[src/rtl/cau_sqrt.sv]
// Pipelined integer square root, one result bit per stage.
module cau_sqrt #(
   parameter int RadBits = 64
) (
   input  logic               clock,
   input  logic               advance,
   input  logic [RadBits-1:0] rad_in,
   output logic [RadBits/2-1:0] root_out
);

   localparam int RootBits = RadBits / 2;

   logic [RadBits-1:0]  rad_ff  [RootBits+1];
   logic [RootBits-1:0] root_ff [RootBits+1];
   logic [RootBits+1:0] rem_ff  [RootBits+1];

   always_comb begin
      rad_ff[0]  = rad_in;
      root_ff[0] = '0;
      rem_ff[0]  = '0;
   end

   for (genvar g = 0; g < RootBits; g++) begin : g_stage
      logic [RootBits+3:0] cur_in;
      logic [RootBits+3:0] trial_in;
      always_comb begin
         cur_in   = {rem_ff[g], rad_ff[g][RadBits-1-2*g -: 2]};
         trial_in = cur_in - {2'b00, root_ff[g], 2'b01};
      end
      always_ff @(posedge clock) begin
         if (advance) begin
            rad_ff[g+1] <= rad_ff[g];
            if (!trial_in[RootBits+3]) begin
               rem_ff[g+1]  <= trial_in[RootBits+1:0];
               root_ff[g+1] <= {root_ff[g][RootBits-2:0], 1'b1};
            end else begin
               rem_ff[g+1]  <= cur_in[RootBits+1:0];
               root_ff[g+1] <= {root_ff[g][RootBits-2:0], 1'b0};
            end
         end
      end
   end

   assign root_out = root_ff[RootBits];

endmodule

[config.mk]
export PLATFORM = sky130hd
export DESIGN_NAME = cau_sqrt
export DESIGN_NICKNAME = d
export VERILOG_FILES = /design/src/rtl/cau_sqrt.sv
export SDC_FILE = /design/constraint.sdc
export NUM_CORES = 2
export LEC_CHECK = 0
export BUFFER_PORTS_ARGS = -buffer_cell sky130_fd_sc_hd__buf_2
export CORE_ASPECT_RATIO = 1.25
export CORE_MARGIN = 2
export CORE_UTILIZATION = 55
export CTS_BUF_LIST = sky130_fd_sc_hd__clkbuf_2
export DETAILED_ROUTE_END_ITERATION = 7
export PLACE_DENSITY = 0.76
export SKIP_CTS_REPAIR_TIMING = 1
export SLEW_MARGIN = 20
export SYNTH_ARGS = -nofsm -noshare
export SYNTH_HDL_FRONTEND = slang
export SYNTH_SLANG_ARGS = --single-unit
[constraint.sdc]
create_clock -name clock -period 9.5 [get_ports clock]
set_clock_uncertainty 0.1 [all_clocks]
set_input_delay 0.475 -clock clock [delete_from_list [all_inputs] [get_ports clock]]
set_output_delay 0.475 -clock clock [all_outputs]
set_load 0.005 [all_outputs]
### Yosys cells after proc, flatten, opt, wreduce, memory -nomap -nowiden

Cells that the tools add are included.

* mux-type cells: 63
* add/sub/neg operators: 32

Operator list (count)
* 34-bit 2-to-1 mux: 30
* 36-bit by 10-bit subtractor with 36-bit output: 1
* 36-bit by 11-bit subtractor with 36-bit output: 1
* 36-bit by 12-bit subtractor with 36-bit output: 1
* 36-bit by 13-bit subtractor with 36-bit output: 1
* 36-bit by 14-bit subtractor with 36-bit output: 1
* 36-bit by 15-bit subtractor with 36-bit output: 1
* 36-bit by 16-bit subtractor with 36-bit output: 1
* 36-bit by 17-bit subtractor with 36-bit output: 1
* 36-bit by 18-bit subtractor with 36-bit output: 1
* 36-bit by 19-bit subtractor with 36-bit output: 1
* 36-bit by 20-bit subtractor with 36-bit output: 1
* 36-bit by 21-bit subtractor with 36-bit output: 1
* 36-bit by 22-bit subtractor with 36-bit output: 1
* 36-bit by 23-bit subtractor with 36-bit output: 1
* 36-bit by 24-bit subtractor with 36-bit output: 1
* 36-bit by 25-bit subtractor with 36-bit output: 1
* 36-bit by 26-bit subtractor with 36-bit output: 1
* 36-bit by 27-bit subtractor with 36-bit output: 1
* 36-bit by 28-bit subtractor with 36-bit output: 1
* 36-bit by 29-bit subtractor with 36-bit output: 1
* 36-bit by 3-bit subtractor with 36-bit output: 1
* 36-bit by 30-bit subtractor with 36-bit output: 1
* 36-bit by 31-bit subtractor with 36-bit output: 1
* 11 further kinds: 42

* register bits after elaboration: 2543
* input bits: 66
* word-level logic and storage cells: 190

### Logic depth before layout (Yosys ltp)

* word-level depth: 2
* depth in mapped cells: 16
* depth with buffers taken out: 14

### Worst setup path after synthesis

OpenSTA, ideal clock, no wires.

* path kind: flip-flop to flip-flop
* start point: register rem_ff, in the netlist g_stage[16].cur_in[24]
* end point: register rem_ff, in the netlist g_stage[17].cur_in[28], data pin
* arrival: 3.705 ns
* library setup time: 0.258 ns
* path slack: 5.437 ns
* cell stages (with the launch flop): 12
* required time: 9.142 ns
* cell sequence: edfxtp_1 or4_1 or4_1 nor2_1 nand4bb_1 or3_1 or4_1 o21ai_1 xnor2_1 nor4b_1 nand3b_1 xnor2_1

* word-level cells in the longest chain between the ends: 2

Ends and longest elaborated chain
* start, declared: line 15 `logic [RootBits+1:0] rem_ff [RootBits+1];`
* start signal, assigned by index: line 34 `rem_ff[g+1] <= trial_in[RootBits+1:0];`
* start signal, assigned by index: line 37 `rem_ff[g+1] <= cur_in[RootBits+1:0];`
* 36-bit by 18-bit subtractor with 36-bit output: line 28 `trial_in = cur_in - {2'b00, root_ff[g], 2'b01};`
* 34-bit 2-to-1 mux: line 33 `if (!trial_in[RootBits+3]) begin`

Every way passes these cells.
A chain may end at the register's enable or synchronous reset.

### Final worst setup path

* start point: register rem_ff, in the netlist g_stage[27].cur_in[2]
* end point: register rem_ff, in the netlist g_stage[28].cur_in[20], data pin

* word-level cells in the longest chain between the ends: 2

Ends and longest elaborated chain (line)
* 36-bit by 29-bit subtractor with 36-bit output: 28
* 34-bit 2-to-1 mux: 33

Every way passes these cells.

==> results.cfg <==
[run_status]
status = complete, no violations

[clocking]
clk_pin_slew_ns = 0.10
cts_tree = yes
cts-root-buf = clkbuf_2
clockBufferDepth = 4
cts_sinks = 2525
htree_levels = 6
clock_latency_ns = 1.78
cts_buffers = 613

[timing]
hold_viol = 0
tns_ns = 0
rsz0062_at_grt = false
post-route-period-util = 0.537
slew_headroom = 0.252
slew_viol_final = 0
worst_slack_ns = 4.40
tightest_slew_ns = 1.12
setup_viol_count_final = 0
min_period_ns = 5.10
max_freq_mhz = 196

[routing]
first_iter_violations = 4644
wire_per_inst_microns = 19.2
detail_route.first_pass.iterations = 6
ant_nets = 0
vias_per_cell = 5.59
drc = 0
via_count = 71700
wl_microns = 246000

[die]
die_w_microns = 416
core_sq_um = 211000
core.rowCount = 189
initial_core_util = 0.552
fp.dieH_microns = 519
ios = 98
die_area_sq_um = 216000

[final_layout]
area_growth_pct = 9.67
drive_gt1_frac = 0.131
final_common_cell = edfxtp_1
nets = 10200
final_cell_mix = 2525 x edfxtp_1, 838 x clkbuf_2, 722 x inv_1
fin_cells = 12800

[critical_path]
arrival_ns = 6.46
start_kind = register
reg2regPathDepth = 13
path_max_fanout = 39
r2r-end = g_stage[28].cur_in[20]
crit_type = register to register
r2r_slack_ns = 4.40
crit_path_end_kind = register
reg2reg_from = g_stage[27].cur_in[2]
worstPathRequired_ns = 10.85

[grt]
grt_pass1_vias = 73700
met1_usage = 0.201
overflow = 0
grt_util_met2 = 0.430
use_met3 = 0.0385
grt_pass1_wl_microns = 376000
grt_max_degree = 192
top_usage_layer = met2
gr-usage-all-layers = 0.220
antenna_found_initial = 9

[power_and_ir_drop]
power_density_nw_per_um2 = 207
p_leak_nw = 49.9
peakVddDrop_mv = 0.156

[min_path]
hold_depth = 4
hold_path.class = primary input to register
hold_end = g_stage[1].cur_in[3]
hp-start = rad_in[62]

[synthesis]
avgSynthCellArea_sq_um = 13.2
synth_nets = 9440
synth-seq-area-share = 0.650
synth_edf_count = 2525
yosysWarningCount = 0
synth_seq_cells = 2525
yosysUniqueCellTypes = 89
synthFlopType = edfxtp_1
synthesis.area_sq_um = 117000
synthArstFlopShare = 0
synth_cells = 8846

[place]
port_buffers = 97
dp.cells = 11600
gp_routability_congestion = 0.958
post-dp-hpwl_microns = 173000
dp_slack_ns = 4.44

[flow_run]
drv_cap = 0
-- critical path, stage by stage (launching register included) --
cell	delay, ns
edfxtp_1	0.42
ha_1	0.35
o21a_1	0.15
o22ai_1	0.16
o21ai_0	0.63
o2111ai_1	0.27
o21ai_0	0.59
a21oi_1	0.30
o2111ai_1	0.27
nand2_1	0.11
xor2_2	0.41
buf_4	0.45
inv_2	0.26
mux2_2	0.33
-- per-layer routing --
metal  vias up  share of wire
li1      34500              -
met1     34500           0.33
met2      1952           0.55
met3       788          0.044
met4         4          0.073
met5         -        0.00011
-- area by class of cell --
type | count | area (sq um)
tap | 2769 | 3460
clock buffer | 838 | 4190
clock inverter | 217 | 1280
sequential | 2525 | 75800
timing repair buffer | 343 | 3000
fill | 16200 | 83500
multi-input combinational | 5399 | 37400
inverter | 726 | 2730
antenna | 18 | 45.0
-- state kept, by name, summed over array words and instances (netlist names) --
name and count:
rad_ff 930, root_ff 496, root_out 32, g_stage.cur_in 1067
-- cell usage after synthesis, types with 84 or more instances --
cell type | number | share of area
nor2_1 | 414 | 0.013
nand2b_1 | 131 | 0.0070
a21oi_1 | 374 | 0.016
xor2_1 | 417 | 0.031
a21o_1 | 198 | 0.013
nor4_1 | 115 | 0.0062
ha_1 | 528 | 0.057
nand2_1 | 695 | 0.022
mux2_2 | 163 | 0.016
nor3_1 | 207 | 0.0089
o21a_1 | 93 | 0.0060
clkbuf_1 | 141 | 0.0045
inv_1 | 722 | 0.023
nand3_1 | 119 | 0.0051
o21ai_0 | 510 | 0.022
edfxtp_1 | 2525 | 0.65
nor2b_1 | 84 | 0.0045
or3_1 | 98 | 0.0053
xnor2_1 | 438 | 0.033
-- cells by family (layout without fill, tap and decap cells) --
| kind of cell | Yosys count | in the layout | share of synthesized area |
|---|---|---|---|
| AOI/OAI and AO/OA | 1630 | 1630 | 0.0875 |
| xor gates and xnor gates | 855 | 855 | 0.0642 |
| adders and majority gates | 528 | 528 | 0.0566 |
| buffers and inverters | 922 | 2124 | 0.0310 |
| DFF | 2525 | 2525 | 0.650 |
| muxes | 179 | 179 | 0.0171 |
| other | 1 | 19 | 0.0000321 |
| and+or+nand+nor | 2206 | 2206 | 0.0937 |
-- report_power, final --
| part | total, W | switching [W] | internal [W] | leakage, nW |
|---|---|---|---|---|
| Clock | 0.00707 | 0.00430 | 0.00278 | 4.10 |
| Combinational | 0.00518 | 0.00302 | 0.00217 | 21.0 |
| Sequential | 0.0143 | 0.000677 | 0.0136 | 24.8 |
-- stage by stage --
stage                     power, W  hold WS [ns]  area, sq um  utilization
after global routing        0.0280        0.0354       128000        0.605
after detailed placement    0.0196         0.305       120000        0.570
after global placement      0.0193         0.300       120000        0.570
after floorplan             0.0179         0.300       117000            -
after CTS                   0.0267         -1.55       126000        0.596
final                       0.0265         0.120       128000        0.605
-- worst max path at each step --
stage,from,slack (ns),end
finish,g_stage[27].cur_in[2],4.40,g_stage[28].cur_in[20]
global route,g_stage[27].cur_in[2],4.05,g_stage[28].cur_in[20]
CTS,g_stage[27].cur_in[2],4.39,g_stage[28].cur_in[20]
detailed placement,g_stage[27].cur_in[4],4.44,g_stage[28].cur_in[30]
global placement,g_stage[16].cur_in[24],4.50,g_stage[17].cur_in[28]
floorplan,g_stage[16].cur_in[24],5.44,g_stage[17].cur_in[28]
No activity file was read; power rests on OpenSTA's default activity.
